**config.mk**
```make
export PLATFORM = sky130hd
export DESIGN_NAME = svf_regs
export DESIGN_NICKNAME = d
export VERILOG_FILES = /design/src/design/svf_pkg.sv /design/src/design/svf_regs.sv
export SDC_FILE = /design/constraint.sdc
export NUM_CORES = 1
export LEC_CHECK = 0
export BUFFER_PORTS_ARGS = -buffer_cell sky130_fd_sc_hd__buf_2
export CAP_MARGIN = 20
export CORE_MARGIN = 3
export CORE_UTILIZATION = 48
export DETAILED_ROUTE_END_ITERATION = 8
export GPL_TIMING_DRIVEN = 0
export PLACE_DENSITY = 0.85
export SETUP_SLACK_MARGIN = 0.1
export SLEW_MARGIN = 25
export SYNTH_ARGS = -nofsm -noshare
export SYNTH_HDL_FRONTEND = slang
export SYNTH_SLANG_ARGS = --single-unit
```
**constraint.sdc**
```tcl
create_clock -name i_clk -period 3.79 [get_ports i_clk]
set_clock_uncertainty 0.1 [all_clocks]
set_input_delay 0.1895 -clock i_clk [delete_from_list [all_inputs] [get_ports i_clk]]
set_output_delay 0.1895 -clock i_clk [all_outputs]
set_load 0.05 [all_outputs]
```
**src/design/svf_pkg.sv**
```systemverilog
// Shared types, constants and the q table of the state-variable filter step block.
package svf_pkg;

    localparam int DEF_STATE_BITS   = 40;
    localparam int DEF_SAMPLE_BITS  = 18;
    localparam int DEF_LOW_FRAC_MAX = 4;
    localparam int OUT_BITS         = 21;

    localparam int FREQ_BITS = 13;
    localparam int K_BITS    = 9;
    localparam int QM_BITS   = 8;
    localparam int KQ_BITS   = K_BITS + QM_BITS;
    localparam int SH_BASE   = 24;
    localparam int Q_FRAC    = 7;
    localparam int HB_MAX    = 4;

    localparam logic [FREQ_BITS-1:0] FREQ_MANT_MASK = 13'h1FF;
    localparam logic [K_BITS-1:0]    K_BASE         = 9'd256;
    localparam logic [4:0]           Q_INDEX_RESET  = 5'd4;

    localparam logic [QM_BITS-1:0] Q_TABLE [32] = '{
        8'd192, 8'd176, 8'd160, 8'd144, 8'd128, 8'd120, 8'd112, 8'd104,
        8'd96,  8'd88,  8'd80,  8'd72,  8'd64,  8'd60,  8'd56,  8'd52,
        8'd48,  8'd44,  8'd40,  8'd36,  8'd32,  8'd30,  8'd28,  8'd26,
        8'd24,  8'd22,  8'd20,  8'd18,  8'd16,  8'd15,  8'd14,  8'd13
    };

    localparam logic [1:0] ORD_BAND_FIRST = 2'd0;
    localparam logic [1:0] ORD_LOW_FIRST  = 2'd1;
    localparam logic [1:0] FORM_SEPARATE  = 2'd0;
    localparam logic [1:0] FORM_JOINT     = 2'd1;
    localparam logic       QS_ROUND_FIRST = 1'b1;

    localparam logic [2:0] RM_FLOOR     = 3'd0;
    localparam logic [2:0] RM_TRUNC     = 3'd1;
    localparam logic [2:0] RM_HALF_AWAY = 3'd2;
    localparam logic [2:0] RM_HALF_UP   = 3'd3;
    localparam logic [2:0] RM_CEIL      = 3'd4;
    localparam logic [2:0] RM_AWAY      = 3'd5;

    typedef enum logic [2:0] {
        REG_FREQ_CODE     = 3'd0,
        REG_Q_INDEX       = 3'd1,
        REG_LOW_FRAC_BITS = 3'd2,
        REG_BAND_SHIFT    = 3'd3,
        REG_UPDATE_ORDER  = 3'd4,
        REG_PRODUCT_FORM  = 3'd5,
        REG_Q_SPLIT       = 3'd6,
        REG_ROUND_MODES   = 3'd7
    } t_reg;

    typedef struct packed {
        logic [12:0]        freq_code;
        logic [4:0]         q_index;
        logic [2:0]         low_frac_bits;
        logic signed [3:0]  band_shift;
        logic [1:0]         update_order;
        logic [1:0]         product_form;
        logic               q_split;
        logic [14:0]        round_modes;
    } t_cfg;

    typedef enum logic [4:0] {
        S_IDLE, S_LOW_MUL, S_LOW_RND, S_LOW_ACC, S_LOW_WR,
        S_Q_MUL, S_Q_RND, S_Q2_MUL, S_Q2_RND, S_Q_ACC,
        S_FX_MUL, S_FX_RND, S_FX_ACC, S_FL_MUL, S_FL_RND, S_FL_ACC,
        S_J_MUL, S_J_MUL2, S_J_SUB, S_J_RND, S_J_ACC,
        S_BAND_WR, S_HOLD_WR, S_OUT_RND, S_OUT_WR
    } t_state;

    typedef enum logic [2:0] { MA_X, MA_LOW, MA_BAND, MA_XL, MA_RND } t_mul_a;
    typedef enum logic [1:0] { MB_K, MB_KQ, MB_QM } t_mul_b;
    typedef enum logic [1:0] { RSRC_PROD, RSRC_ACC, RSRC_LOW } t_rsrc;
    typedef enum logic [2:0] {
        RSH_X_SEP, RSH_X_JOINT, RSH_Q_COMB, RSH_Q_FIRST,
        RSH_Q_SECOND, RSH_SINGLE, RSH_LOW_UPD, RSH_OUT
    } t_rsh;
    typedef enum logic [2:0] { RMS_X, RMS_L, RMS_Q, RMS_U, RMS_O } t_rmsel;
    typedef enum logic [2:0] {
        ACC_HOLD, ACC_BAND_MINUS_RND, ACC_ADD_RND, ACC_SUB_RND,
        ACC_LOW_PLUS_RND, ACC_PROD_SHB, ACC_SUB_PROD_SHL, ACC_BAND_PLUS_RND
    } t_acc_op;
    typedef enum logic [2:0] { WR_NONE, WR_BAND, WR_LOW, WR_HOLD, WR_LOW_HOLD } t_wr_op;

    typedef struct packed {
        logic    x_load;
        logic    mul_en;
        t_mul_a  mul_a;
        t_mul_b  mul_b;
        logic    rnd_en;
        t_rsrc   rnd_src;
        t_rsh    rnd_sh;
        t_rmsel  rnd_mode;
        t_acc_op acc_op;
        t_wr_op  wr_op;
        logic    out_load;
    } t_cmd;

endpackage

```
**src/design/svf_regs.sv**
```systemverilog
// Configuration register file with its APB-style access port.
module svf_regs import svf_pkg::*; (
    input  logic        i_clk,
    input  logic        i_rst_n,
    input  logic        psel,
    input  logic        penable,
    input  logic        pwrite,
    input  logic [4:0]  paddr,
    input  logic [31:0] pwdata,
    output logic [31:0] prdata,
    output logic        pready,
    output t_cfg        o_cfg
);

    t_cfg r_cfg;
    t_reg wr_idx;

    assign pready = 1'b1;
    assign wr_idx = t_reg'(paddr[4:2]);
    assign o_cfg  = r_cfg;

    always_ff @(posedge i_clk) begin
        if (!i_rst_n) begin
            r_cfg <= '{q_index: Q_INDEX_RESET, default: '0};
        end else if (psel && penable && pwrite) begin
            unique case (wr_idx)
                REG_FREQ_CODE:     r_cfg.freq_code     <= pwdata[12:0];
                REG_Q_INDEX:       r_cfg.q_index       <= pwdata[4:0];
                REG_LOW_FRAC_BITS: r_cfg.low_frac_bits <= pwdata[2:0];
                REG_BAND_SHIFT:    r_cfg.band_shift    <= signed'(pwdata[3:0]);
                REG_UPDATE_ORDER:  r_cfg.update_order  <= pwdata[1:0];
                REG_PRODUCT_FORM:  r_cfg.product_form  <= pwdata[1:0];
                REG_Q_SPLIT:       r_cfg.q_split       <= pwdata[0];
                REG_ROUND_MODES:   r_cfg.round_modes   <= pwdata[14:0];
            endcase
        end
    end

    always_comb begin
        unique case (wr_idx)
            REG_FREQ_CODE:     prdata = 32'(r_cfg.freq_code);
            REG_Q_INDEX:       prdata = 32'(r_cfg.q_index);
            REG_LOW_FRAC_BITS: prdata = 32'(r_cfg.low_frac_bits);
            REG_BAND_SHIFT:    prdata = 32'(unsigned'(r_cfg.band_shift));
            REG_UPDATE_ORDER:  prdata = 32'(r_cfg.update_order);
            REG_PRODUCT_FORM:  prdata = 32'(r_cfg.product_form);
            REG_Q_SPLIT:       prdata = 32'(r_cfg.q_split);
            REG_ROUND_MODES:   prdata = 32'(r_cfg.round_modes);
        endcase
    end

endmodule

```
==> results.yml <==
outcome:
  status: "complete, no violations"
layout:
  diodes: 0
  ff_latch_area_um2: 901
  final_util_pct: 64.5
  final_cells: 414
  fillCellCount: 388
  drive_gt1_share_pct: 39.0
  multiInputGateArea_mm2: 0.00110
  fin_area_mm2: 0.00285
  largest_reg_flops: 45
  final_nets: 403
  area_delta_synth_final_pct: 28.5
yosys:
  netlist_area_mm2: 0.00221
  yosysWarnings: 0
  synth-seq-cells: 45
  synth.avg_cell_area_um2: 8.55
  yosysUniqueCellTypes: 38
  synthCells: 259
  seq_area_frac_synth_pct: 40.7
timing:
  worst_slack_ps: 1870
  fmax_ghz: 0.521
  rsz0062_at_grt: "false"
  tightest_slew_ps: 741
  layout_min_cycle_time_ps: 1920
  hold_violations: 0
  relSlewSlack_pct: 50.3
  timing.final.crit_share_pct: 50.6
  setup_viol: 0
  final_max_slew_viol_count: 0
  tns_ps: 0
routing:
  vias: 2249
  drtPass1Iterations: 4
  ant_nets: 0
  drc: 0
  avgViaCountPerCell: 5.43
  drt_iter0_markers: 202
  routedWlPerCell_um: 15.0
  wirelength_mm: 6.19
die:
  die_h_um: 73.9
  ios: 120
  start_util_pct: 50.2
  die_x_um: 73.9
  core-area_mm2: 0.00441
  dieArea_mm2: 0.00546
  rows: 24
global_routing:
  grt_pass1_vias: 2067
  grt.busiest_layer: "met2"
  antenna_found_initial: 0
  grt.overflow.total: 0
  grtUsageMet2_pct: 40.0
  grt_pass1_wl_mm: 9.98
  met1_usage_pct: 30.0
  grt_usage_pct: 23.8
  grt_max_degree: 15
  met3_usage_pct: 6.16
cts:
  root_buffer: "clkbuf_8"
  clock_latency_ps: 290
  clk_pin_slew_worst_paths_ps: 90
  clock-sinks: 45
  cts_resized: 0
  cts_buffers: 5
  cts_tree: "done"
  postCtsSetupBuffers: 0
  ctsHoldBuffers: 0
  cts_max_level: 2
  max-clock-path-buffers: 2
worst_setup_path:
  path_cells: "buf_2, buf_2, nor3_2, a22o_1, buf_2"
  cp_max_fo: 10
  required_ps: 3500
  rr_endpoint: "o_cfg[30]$_SDFFE_PN0P_"
  cp-end-kind: "output pin"
  crit_top_cell: "buf_2"
  rr_startpoint: "o_cfg[30]$_SDFFE_PN0P_"
  path_class: "primary input to output pin"
  cp_num_buf_inv: 3
  arrival_ps: 1630
  r2r_cells: 2
  r2r_slack_ps: 3020
  path_delay_family: "simple AND/OR/NAND/NOR gates"
  cp-start-kind: "primary input"
  cpMaxStageDelayCell: "nor3_2"
  crit_path_max_incr_delay_ps: 630
place:
  portBuffers: 79
  dp_worst_setup_slack_ps: 1840
  dpl.hpwl_mm: 4.62
  gp_congestion: 0.844
  placed_cells: 406
  post_dp_cell_area_mm2: 0.00274
pwr:
  peakVddDrop_mv: 0.302
  power.leakage_uw: 0.00134
  powerDensity_mw_per_mm2: 348
worst_hold_path:
  hold_path_class: "primary input to register"
  min_delay_worst_endpoint: "o_cfg[31]$_SDFFE_PN0P_"
  min_path_cells: 3
  hold_path.startpoint: "pwdata[4]"
run:
  drv_cap: 0
## worst reg2reg max path: cells and delay by family (launching register included)
family             cells  cell delay, ps
AOI/OAI and AO/OA      1             170
DFF                    1             370
and+or+nand+nor        1              60
## synth_stat cells
| library cell | instances | area (µm²) |
|---|---|---|
| dfxtp_1 | 45 | 901 |
| nand3_1 | 38 | 190 |
| o21ai_0 | 29 | 145 |
| nand2_1 | 28 | 105 |
| buf_4 | 18 | 135 |
| o21ai_2 | 13 | 114 |
| a22o_1 | 8 | 70.1 |
| buf_2 | 8 | 40.0 |
| clkbuf_1 | 8 | 30.0 |
| mux2i_1 | 7 | 70.1 |
| nand3_2 | 7 | 70.1 |
| inv_1 | 4 | 15.0 |
| nor2_1 | 4 | 15.0 |
| o21ai_1 | 4 | 20.0 |
| a21oi_1 | 3 | 15.0 |
| buf_6 | 3 | 33.8 |
| o31ai_1 | 3 | 22.5 |
| a31oi_1 | 2 | 12.5 |
| and2_1 | 2 | 12.5 |
| buf_1 | 2 | 7.51 |
| conb_1 | 2 | 7.51 |
| nand3b_1 | 2 | 15.0 |
| nor2b_1 | 2 | 12.5 |
| o22ai_1 | 2 | 12.5 |
| or3_1 | 2 | 12.5 |
| buf_8 | 1 | 15.0 |
| mux2_2 | 1 | 11.3 |
| nand2b_1 | 1 | 6.26 |
| nand4_1 | 1 | 6.26 |
| nand4b_4 | 1 | 23.8 |
| nor3_2 | 1 | 10.0 |
| nor3b_1 | 1 | 7.51 |
| nor3b_2 | 1 | 12.5 |
| nor4_1 | 1 | 6.26 |
| o211ai_1 | 1 | 7.51 |
| o32ai_1 | 1 | 8.76 |
| or2_2 | 1 | 6.26 |
| or3b_1 | 1 | 8.76 |
## final cells by class
class	count	area share (%)
Buffer	40	9.19
Timing Repair Buffer	79	13.9
Multi-Input combinational cell	186	38.5
Clock inverter	2	1.36
Clock buffer	6	2.55
Tap cell	52	2.29
Sequential cell	45	31.6
Inverter	4	0.527
## cells by family after synthesis
logic type / share of synthesized area [%]
buffers and inverters: 12.5
flip-flops: 40.7
AO/OA/AOI/OAI: 19.3
other: 0.339
multiplexers: 3.67
AND/OR/NAND/NOR: 23.5
## stage by stage
stage	hold WS, ps	power [µW]
after CTS	20.8	992
final	21.0	990
after floorplan	218	606
after detailed placement	335	639
after global routing	35.8	1020
after global placement	317	637
## metal layers
layer | share of wire, % | vias to the layer above | routed length [µm]
met5 | 0 | - | 0
met4 | 1.4 | 0 | 88
met3 | 8.7 | 9 | 536
met2 | 48 | 103 | 2970
met1 | 42 | 1056 | 2600
li1 | - | 1081 | -
## worst max path at each step
stage / start / end / cells after the start
5_1_grt: paddr[2] / prdata[11] / 5
3_5_place_dp: paddr[2] / prdata[10] / 5
3_3_place_gp: paddr[2] / prdata[10] / 5
2_1_floorplan: o_cfg[30]$_SDFFE_PN0P_ / prdata[3] / 4
6_report: paddr[2] / prdata[10] / 5
4_1_cts: paddr[2] / prdata[10] / 5
## cell usage in the layout (no fill, tap or decap), types with 3 or more instances in the layout
cell       n
nand3_2    7
nand3_1   38
clkbuf_1   9
buf_2     87
o21ai_0   29
nor2_1     4
clkbuf_8   5
nand2_1   28
mux2i_1    7
inv_1      4
buf_4     18
a22o_1     8
o21ai_2   13
conb_1    18
o31ai_1    3
a21oi_1    3
o21ai_1    4
buf_6      3
dfxtp_1   45
## report_power, final
part | internal [µW] | switching (µW) | leakage [µW]
combinational | 39.9 | 111 | 0.000921
clock | 198 | 163 | 0.0000554
sequential | 476 | 2.86 | 0.000363
Power figures use the tool's default switching activity.
