===== config.mk =====
export PLATFORM = sky130hd
export DESIGN_NAME = svf_dp
export DESIGN_NICKNAME = d
export VERILOG_FILES = /design/src/design/svf_pkg.sv /design/src/design/svf_dp.sv
export SDC_FILE = /design/constraint.sdc
export NUM_CORES = 2
export LEC_CHECK = 0
export BUFFER_PORTS_ARGS = -buffer_cell sky130_fd_sc_hd__buf_4
export CAP_MARGIN = 20
export CORE_ASPECT_RATIO = 0.5
export CORE_MARGIN = 3
export CORE_UTILIZATION = 40
export CTS_CLUSTER_DIAMETER = 120
export CTS_CLUSTER_SIZE = 24
export DETAILED_ROUTE_END_ITERATION = 6
export SYNTH_ARGS = -nofsm -noshare
export SYNTH_HDL_FRONTEND = slang
export SYNTH_SLANG_ARGS = --single-unit
export TNS_END_PERCENT = 100

===== constraint.sdc =====
create_clock -name i_clk -period 18 [get_ports i_clk]
set_clock_uncertainty 0.1 [all_clocks]
set_input_delay 3.6 -clock i_clk [delete_from_list [all_inputs] [get_ports i_clk]]
set_output_delay 3.6 -clock i_clk [all_outputs]
set_load 0.02 [all_outputs]

===== src/design/svf_pkg.sv =====
// Shared types, constants and the q table of the state-variable filter step block.
package svf_pkg;

    localparam int DEF_STATE_BITS   = 40;
    localparam int DEF_SAMPLE_BITS  = 18;
    localparam int DEF_LOW_FRAC_MAX = 4;
    localparam int OUT_BITS         = 21;

    localparam int FREQ_BITS = 13;
    localparam int K_BITS    = 9;
    localparam int QM_BITS   = 8;
    localparam int KQ_BITS   = K_BITS + QM_BITS;
    localparam int SH_BASE   = 24;
    localparam int Q_FRAC    = 7;
    localparam int HB_MAX    = 4;

    localparam logic [FREQ_BITS-1:0] FREQ_MANT_MASK = 13'h1FF;
    localparam logic [K_BITS-1:0]    K_BASE         = 9'd256;
    localparam logic [4:0]           Q_INDEX_RESET  = 5'd4;

    localparam logic [QM_BITS-1:0] Q_TABLE [32] = '{
        8'd192, 8'd176, 8'd160, 8'd144, 8'd128, 8'd120, 8'd112, 8'd104,
        8'd96,  8'd88,  8'd80,  8'd72,  8'd64,  8'd60,  8'd56,  8'd52,
        8'd48,  8'd44,  8'd40,  8'd36,  8'd32,  8'd30,  8'd28,  8'd26,
        8'd24,  8'd22,  8'd20,  8'd18,  8'd16,  8'd15,  8'd14,  8'd13
    };

    localparam logic [1:0] ORD_BAND_FIRST = 2'd0;
    localparam logic [1:0] ORD_LOW_FIRST  = 2'd1;
    localparam logic [1:0] FORM_SEPARATE  = 2'd0;
    localparam logic [1:0] FORM_JOINT     = 2'd1;
    localparam logic       QS_ROUND_FIRST = 1'b1;

    localparam logic [2:0] RM_FLOOR     = 3'd0;
    localparam logic [2:0] RM_TRUNC     = 3'd1;
    localparam logic [2:0] RM_HALF_AWAY = 3'd2;
    localparam logic [2:0] RM_HALF_UP   = 3'd3;
    localparam logic [2:0] RM_CEIL      = 3'd4;
    localparam logic [2:0] RM_AWAY      = 3'd5;

    typedef enum logic [2:0] {
        REG_FREQ_CODE     = 3'd0,
        REG_Q_INDEX       = 3'd1,
        REG_LOW_FRAC_BITS = 3'd2,
        REG_BAND_SHIFT    = 3'd3,
        REG_UPDATE_ORDER  = 3'd4,
        REG_PRODUCT_FORM  = 3'd5,
        REG_Q_SPLIT       = 3'd6,
        REG_ROUND_MODES   = 3'd7
    } t_reg;

    typedef struct packed {
        logic [12:0]        freq_code;
        logic [4:0]         q_index;
        logic [2:0]         low_frac_bits;
        logic signed [3:0]  band_shift;
        logic [1:0]         update_order;
        logic [1:0]         product_form;
        logic               q_split;
        logic [14:0]        round_modes;
    } t_cfg;

    typedef enum logic [4:0] {
        S_IDLE, S_LOW_MUL, S_LOW_RND, S_LOW_ACC, S_LOW_WR,
        S_Q_MUL, S_Q_RND, S_Q2_MUL, S_Q2_RND, S_Q_ACC,
        S_FX_MUL, S_FX_RND, S_FX_ACC, S_FL_MUL, S_FL_RND, S_FL_ACC,
        S_J_MUL, S_J_MUL2, S_J_SUB, S_J_RND, S_J_ACC,
        S_BAND_WR, S_HOLD_WR, S_OUT_RND, S_OUT_WR
    } t_state;

    typedef enum logic [2:0] { MA_X, MA_LOW, MA_BAND, MA_XL, MA_RND } t_mul_a;
    typedef enum logic [1:0] { MB_K, MB_KQ, MB_QM } t_mul_b;
    typedef enum logic [1:0] { RSRC_PROD, RSRC_ACC, RSRC_LOW } t_rsrc;
    typedef enum logic [2:0] {
        RSH_X_SEP, RSH_X_JOINT, RSH_Q_COMB, RSH_Q_FIRST,
        RSH_Q_SECOND, RSH_SINGLE, RSH_LOW_UPD, RSH_OUT
    } t_rsh;
    typedef enum logic [2:0] { RMS_X, RMS_L, RMS_Q, RMS_U, RMS_O } t_rmsel;
    typedef enum logic [2:0] {
        ACC_HOLD, ACC_BAND_MINUS_RND, ACC_ADD_RND, ACC_SUB_RND,
        ACC_LOW_PLUS_RND, ACC_PROD_SHB, ACC_SUB_PROD_SHL, ACC_BAND_PLUS_RND
    } t_acc_op;
    typedef enum logic [2:0] { WR_NONE, WR_BAND, WR_LOW, WR_HOLD, WR_LOW_HOLD } t_wr_op;

    typedef struct packed {
        logic    x_load;
        logic    mul_en;
        t_mul_a  mul_a;
        t_mul_b  mul_b;
        logic    rnd_en;
        t_rsrc   rnd_src;
        t_rsh    rnd_sh;
        t_rmsel  rnd_mode;
        t_acc_op acc_op;
        t_wr_op  wr_op;
        logic    out_load;
    } t_cmd;

endpackage


===== src/design/svf_dp.sv =====
// Datapath: filter state, shared multiplier, rounder, accumulator and output registers.
module svf_dp import svf_pkg::*; #(
    parameter int STATE_BITS   = DEF_STATE_BITS,
    parameter int SAMPLE_BITS  = DEF_SAMPLE_BITS,
    parameter int LOW_FRAC_MAX = DEF_LOW_FRAC_MAX
) (
    input  logic                          i_clk,
    input  logic                          i_rst_n,
    input  t_cfg                          i_cfg,
    input  t_cmd                          i_cmd,
    input  logic signed [SAMPLE_BITS-1:0] i_sample_in,
    output logic signed [OUT_BITS-1:0]    o_low_out,
    output logic signed [OUT_BITS-1:0]    o_band_out
);

    localparam int XW   = ((STATE_BITS > SAMPLE_BITS + LOW_FRAC_MAX) ?
                           STATE_BITS : SAMPLE_BITS + LOW_FRAC_MAX) + 1;
    localparam int PW   = XW + KQ_BITS + 1;
    localparam int LSHW = (HB_MAX + Q_FRAC > LOW_FRAC_MAX) ? HB_MAX + Q_FRAC : LOW_FRAC_MAX;
    localparam int W    = PW + LSHW + 1;

    localparam logic signed [W-1:0] ST_MAX_W  = W'({1'b0, {(STATE_BITS-1){1'b1}}});
    localparam logic signed [W-1:0] ST_MIN_W  = -ST_MAX_W - W'(1);
    localparam logic signed [W-1:0] OUT_MAX_W = W'({1'b0, {(OUT_BITS-1){1'b1}}});
    localparam logic signed [W-1:0] OUT_MIN_W = -OUT_MAX_W - W'(1);
    localparam logic signed [STATE_BITS-1:0] OUT_MAX_S =
        STATE_BITS'({1'b0, {(OUT_BITS-1){1'b1}}});
    localparam logic signed [STATE_BITS-1:0] OUT_MIN_S = -OUT_MAX_S - STATE_BITS'(1);

    logic signed [STATE_BITS-1:0]  r_low, r_band, r_hold;
    logic signed [SAMPLE_BITS-1:0] r_x;
    logic signed [PW-1:0]          r_prod;
    logic signed [W-1:0]           r_rnd, r_acc, n_acc;
    logic [KQ_BITS-1:0]            r_kq;
    logic signed [OUT_BITS-1:0]    r_low_out, r_band_out;

    logic [3:0]               e;
    logic [K_BITS-1:0]        k;
    logic [QM_BITS-1:0]       qm;
    logic signed [6:0]        sh, hb7, hl7, rsh;
    logic [3:0]               hl;
    logic signed [3:0]        hb;
    logic [3:0]               shb;
    logic signed [XW-1:0]     xs, xl, mul_a;
    logic [KQ_BITS-1:0]       mul_b;
    logic signed [KQ_BITS:0]  mul_bs;
    logic signed [PW-1:0]     mul_res;
    logic signed [W-1:0]      rv, fl, rnd_res, hmask, below;
    logic [5:0]               sa;
    logic [2:0]               mode;
    logic                     neg, half_bit, below_nz, frac_nz, inc;
    logic signed [STATE_BITS-1:0] sat_acc;
    logic signed [OUT_BITS-1:0]   sat_low, sat_band;

    // tuning decode
    assign e   = i_cfg.freq_code[12:9];
    assign k   = K_BASE + K_BITS'((i_cfg.freq_code & FREQ_MANT_MASK) >> 1);
    assign qm  = Q_TABLE[i_cfg.q_index];
    assign sh  = 7'(SH_BASE) - signed'({3'b000, e});
    assign hl  = ({1'b0, i_cfg.low_frac_bits} > 4'(LOW_FRAC_MAX)) ?
                 4'(LOW_FRAC_MAX) : {1'b0, i_cfg.low_frac_bits};
    assign hb  = (i_cfg.band_shift < -4'sd2) ? -4'sd2 :
                 (i_cfg.band_shift > 4'sd4)  ?  4'sd4 : i_cfg.band_shift;
    assign hb7 = 7'(hb);
    assign hl7 = signed'({3'b000, hl});
    assign shb = 4'(hb) + 4'(Q_FRAC);

    assign xs = XW'(r_x);
    assign xl = (xs <<< hl) - XW'(r_low);

    always_comb begin
        case (i_cmd.mul_a)
            MA_X:    mul_a = xs;
            MA_LOW:  mul_a = XW'(r_low);
            MA_BAND: mul_a = XW'(r_band);
            MA_XL:   mul_a = xl;
            default: mul_a = XW'(r_rnd);
        endcase
        case (i_cmd.mul_b)
            MB_K:    mul_b = KQ_BITS'(k);
            MB_KQ:   mul_b = r_kq;
            default: mul_b = KQ_BITS'(qm);
        endcase
    end

    assign mul_bs  = signed'({1'b0, mul_b});
    assign mul_res = mul_a * mul_bs;

    // rounder
    always_comb begin
        case (i_cmd.rnd_src)
            RSRC_PROD: rv = W'(r_prod);
            RSRC_ACC:  rv = r_acc;
            default:   rv = W'(r_low);
        endcase
        case (i_cmd.rnd_sh)
            RSH_X_SEP:    rsh = sh - hb7;
            RSH_X_JOINT:  rsh = sh - hb7 + hl7;
            RSH_Q_COMB:   rsh = sh + 7'(Q_FRAC);
            RSH_Q_FIRST:  rsh = 7'(Q_FRAC);
            RSH_Q_SECOND: rsh = sh;
            RSH_SINGLE:   rsh = sh + 7'(Q_FRAC) + hl7;
            RSH_LOW_UPD:  rsh = sh + hb7 - hl7;
            default:      rsh = hl7;
        endcase
        case (i_cmd.rnd_mode)
            RMS_X:   mode = i_cfg.round_modes[2:0];
            RMS_L:   mode = i_cfg.round_modes[5:3];
            RMS_Q:   mode = i_cfg.round_modes[8:6];
            RMS_U:   mode = i_cfg.round_modes[11:9];
            default: mode = i_cfg.round_modes[14:12];
        endcase
        neg      = rv[W-1];
        sa       = (rsh > 7'sd0) ? 6'(rsh) : 6'd1;
        fl       = rv >>> sa;
        hmask    = W'(1) << (sa - 6'd1);
        below    = rv & (hmask - W'(1));
        half_bit = |(rv & hmask);
        below_nz = |below;
        frac_nz  = half_bit | below_nz;
        case (mode)
            RM_FLOOR:     inc = 1'b0;
            RM_TRUNC:     inc = neg & frac_nz;
            RM_HALF_AWAY: inc = neg ? (half_bit & below_nz) : half_bit;
            RM_HALF_UP:   inc = half_bit;
            RM_CEIL:      inc = frac_nz;
            RM_AWAY:      inc = !neg & frac_nz;
            default:      inc = half_bit & (below_nz | fl[0]);
        endcase
        if (rsh > 7'sd0) begin
            rnd_res = fl + signed'({{(W-1){1'b0}}, inc});
        end else begin
            rnd_res = rv <<< 6'(-rsh);
        end
    end

    always_comb begin
        case (i_cmd.acc_op)
            ACC_BAND_MINUS_RND: n_acc = W'(r_band) - r_rnd;
            ACC_ADD_RND:        n_acc = r_acc + r_rnd;
            ACC_SUB_RND:        n_acc = r_acc - r_rnd;
            ACC_LOW_PLUS_RND:   n_acc = W'(r_low) + r_rnd;
            ACC_PROD_SHB:       n_acc = W'(r_prod) <<< shb;
            ACC_SUB_PROD_SHL:   n_acc = r_acc - (W'(r_prod) <<< hl);
            ACC_BAND_PLUS_RND:  n_acc = W'(r_band) + r_rnd;
            default:            n_acc = r_acc;
        endcase
    end

    assign sat_acc  = (r_acc > ST_MAX_W) ? STATE_BITS'(ST_MAX_W) :
                      (r_acc < ST_MIN_W) ? STATE_BITS'(ST_MIN_W) : STATE_BITS'(r_acc);
    assign sat_low  = (r_rnd > OUT_MAX_W) ? OUT_BITS'(OUT_MAX_W) :
                      (r_rnd < OUT_MIN_W) ? OUT_BITS'(OUT_MIN_W) : OUT_BITS'(r_rnd);
    assign sat_band = (r_band > OUT_MAX_S) ? OUT_BITS'(OUT_MAX_S) :
                      (r_band < OUT_MIN_S) ? OUT_BITS'(OUT_MIN_S) : OUT_BITS'(r_band);

    always_ff @(posedge i_clk) begin
        if (!i_rst_n) begin
            r_low  <= '0;
            r_band <= '0;
        end else begin
            case (i_cmd.wr_op)
                WR_BAND:     r_band <= sat_acc;
                WR_LOW:      r_low  <= sat_acc;
                WR_LOW_HOLD: r_low  <= r_hold;
                default:     r_low  <= r_low;
            endcase
        end
    end

    always_ff @(posedge i_clk) begin
        r_kq  <= KQ_BITS'(k * qm);
        r_acc <= n_acc;
        if (i_cmd.wr_op == WR_HOLD) begin
            r_hold <= sat_acc;
        end
        if (i_cmd.x_load) begin
            r_x <= i_sample_in;
        end
        if (i_cmd.mul_en) begin
            r_prod <= mul_res;
        end
        if (i_cmd.rnd_en) begin
            r_rnd <= rnd_res;
        end
        if (i_cmd.out_load) begin
            r_low_out  <= sat_low;
            r_band_out <= sat_band;
        end
    end

    assign o_low_out  = r_low_out;
    assign o_band_out = r_band_out;

endmodule


==> metrics <==
critical path class=input pin to flip-flop; top post-synthesis cells by count=nand2_1 (1223), inv_1 (944), nor2_1 (912); die width=640 um; Core Region=198000 um2; Peak VDD IR=443 uV; WP data required=~18 ns; Leak=0.0375 uW; Post-Syn Area=approximately 80000 um2; FF-to-FF path depth=43; Period minus WS final=16.30 ns; footprint of the multi-input gates=63600 um2; cell with the most instances after synthesis=nand2_1; Power Internal=8060 uW; fill cell count=20.1k; final period utilization=90.5%; register area=approximately 11000 um2; gr usage total=34.1%; register bit count reported by yosys=398; area leader, netlist=fa_1; pre-CTS setup slack=1.35 ns; WHS Path Cells=3; initial antenna violation count=25; via count of the first global-routing pass=76.8k; CP Data Arrival Time=16.58 ns; max-cap viol count=0; Rows=between 100 and 150; Hold Buf Count CTS=0; share of total power in combinational logic=approximately 83%; final hold vios=0; crit path max fanout=15; CTS tree=yes; DP HPWL=283000 um; status=finished, violations left; WL/cell=28.6 um; Final ANT Viol Nets=0; Placed Cells=between 10k and 15k; GPL Wtd Cong=1.11; TNS Setup=0 ns; Die Ht=323 um; # DRC=32; post-synthesis cell count=10.2k; min-delay worst type=flip-flop to flip-flop; syn nets=11.4k; Netlist cell types=119; RSZ-0062 raised after global routing=false; area post-placement=85000 um2; die area=207000 um2; CTS Sinks=398; post-synth top area share=17.6%; clk buf depth=3; Final Non-Filler Cells=12.7k; post-CTS sizing=0; Rel. slew slack=14.1%; fin. max-slew vios=0; Max stage delay on crit path=0.70 ns; Post-synth EDFFs=301; Clk pwr share=3.5%; first-pass GRT wire length=527000 um; Area contributors post-synth=fa_1 (18%), edfxtp_1 (11%), ha_1 (7.0%); Critical Path Start Type=input pin; Vias=82.1k; final worst slack=1.70 ns; async set-reset flop share out of synthesis=0%; Avg Cell Area, Syn=between 7 and 8 um2; failing checks=design-rule violations; sequential fraction of the synthesis area=13.7%; clock latency on the worst-skew pair=0.66 ns; DR iter-0 viols=12.1k; I/O Buffers=between 100 and 150; layout cells sized above 1=7.69%; Worst-Margin Slew=1.28 ns; Switching Power=between 10000 and 15000 uW; number of top-level pins=130; Net Sw Frac=58.2%; Seq pwr share=13.0%; yosys synthesis warning count=0; top_reg_cell synth=edfxtp_1; Max Freq=about 61 MHz; Cell Pwr Density=225 nW/um2; Starting Density=40.5%; mean number of vias per cell=6.45; critical path endpoint category=flip-flop; total grt overflow=0; post-route cell area=85900 um2; Layout area overhead=6.87%; Inserted Clock Buffers=25; largest net degree at the start of global routing=81; Clock H-tree levels=1; Clock transition at path regs=0.11 ns; most used cell, CP=fa_1; drt pass-1 iters=7; Final nets=approximately 11k; Routed WL=364000 um; postcts setup bufs=0; Root Buffer=clkbuf_16; endpoints failing setup=0; Slowest cell on crit path=or4b_2
## layer usage
metal  vias up  GRT usage [%]  part of all wire [%]
met4        18           12.7                   4.5
met5         -              0                 0.078
met1     40100           48.3                    41
met3       923           10.1                    14
met2      5405           48.7                    40
li1      35600              -                     -
## metrics by stage
step / power, uW / hold slack, ns / util [%]
2_1_floorplan: 13000 / 0.415 / -
3_3_place_gp: 17900 / 0.431 / 42.9
3_5_place_dp: 18000 / 0.476 / 42.9
4_1_cts: 18800 / 0.492 / 43.3
5_1_grt: 20800 / 0.528 / 43.3
6_report: 19300 / 0.493 / 43.3
## path summary, 6_finish.rpt
path,to,start,slack [ns]
setup reg to reg,r_prod[57],r_low[1],4.82
hold reg to reg,r_low[6],r_hold[6],0.49
setup / recovery,r_prod[57],i_cfg[24],1.70
hold / removal,r_low[6],r_hold[6],0.49
## cell usage in the layout (no fill, tap or decap), types with 40 or more instances in the layout
| cell | instances |
|---|---|
| a221oi_1 | 101 |
| nand2b_1 | 94 |
| o221ai_1 | 40 |
| nand4_1 | 97 |
| and2_1 | 158 |
| xor2_1 | 144 |
| nand2_1 | 1219 |
| fa_1 | 707 |
| o22ai_1 | 135 |
| and3_1 | 71 |
| o21ai_0 | 559 |
| a22oi_1 | 75 |
| dfxtp_1 | 96 |
| mux2_2 | 79 |
| a31oi_1 | 64 |
| a211oi_1 | 142 |
| nor4_1 | 66 |
| o21ai_1 | 42 |
| buf_4 | 463 |
| nor2b_1 | 98 |
| or3_1 | 66 |
| o21bai_1 | 75 |
| edfxtp_1 | 301 |
| a21o_1 | 208 |
| o211a_1 | 46 |
| nor3_1 | 161 |
| o31ai_1 | 41 |
| mux2i_1 | 532 |
| xnor2_1 | 286 |
| o211ai_1 | 78 |
| nor2_1 | 901 |
| mux4_2 | 43 |
| inv_1 | 942 |
| nand3_1 | 186 |
| o21a_1 | 68 |
| ha_1 | 446 |
| a21oi_1 | 697 |
## cell families (layout without fill, tap and decap cells)
kind of cell / after synthesis / after routing / synth area share, %
mux: 656 / 656 / 8.97
xor+xnor: 436 / 436 / 4.75
simple gates: 3272 / 3272 / 18.6
other cells: 0 / 12 / 0
flops: 398 / 398 / 13.7
compound gates: 2694 / 2694 / 21.8
fa+ha+maj: 1155 / 1155 / 24.6
buf+inv: 1582 / 1461 / 7.62
## final cells by class
| class | instances | area share (%) |
|---|---|---|
| Multi-Input combinational cell | 8213 | 74.1 |
| Sequential cell | 398 | 12.8 |
| Inverter | 948 | 4.15 |
| Timing Repair Buffer | 468 | 4.12 |
| Tap cell | 2632 | 3.84 |
| Clock buffer | 34 | 0.768 |
| Clock inverter | 11 | 0.178 |
| Antenna cell | 12 | 0.0350 |
## flip-flops by register name, indices dropped and copies added, names as in the netlist, 21 cells and up
register    flops
o_low_out      21
r_band         40
r_low          40
r_acc          71
r_hold         40
r_rnd          71
r_prod         59
o_band_out     21
## worst max-delay path: cells and delay by family
| kind | cells | cell delay (ns) |
|---|---|---|
| xor gates and xnor gates | 2 | 0.56 |
| adders and majority gates | 8 | 3.66 |
| muxes | 3 | 0.67 |
| buffers and inverters | 3 | 0.41 |
| AOI/OAI and AO/OA | 13 | 4.21 |
| and+or+nand+nor | 11 | 3.41 |
## power groups by stage
stage               Sequential, uW  Combinational, uW  Clock, uW
floorplan                     2050              10900          0
global route                  2500              17600        716
CTS                           2440              15700        690
finish                        2520              16100        680
detailed placement            2460              15600          0
global placement              2460              15400          0
No activity file was read; power rests on OpenSTA's default activity.
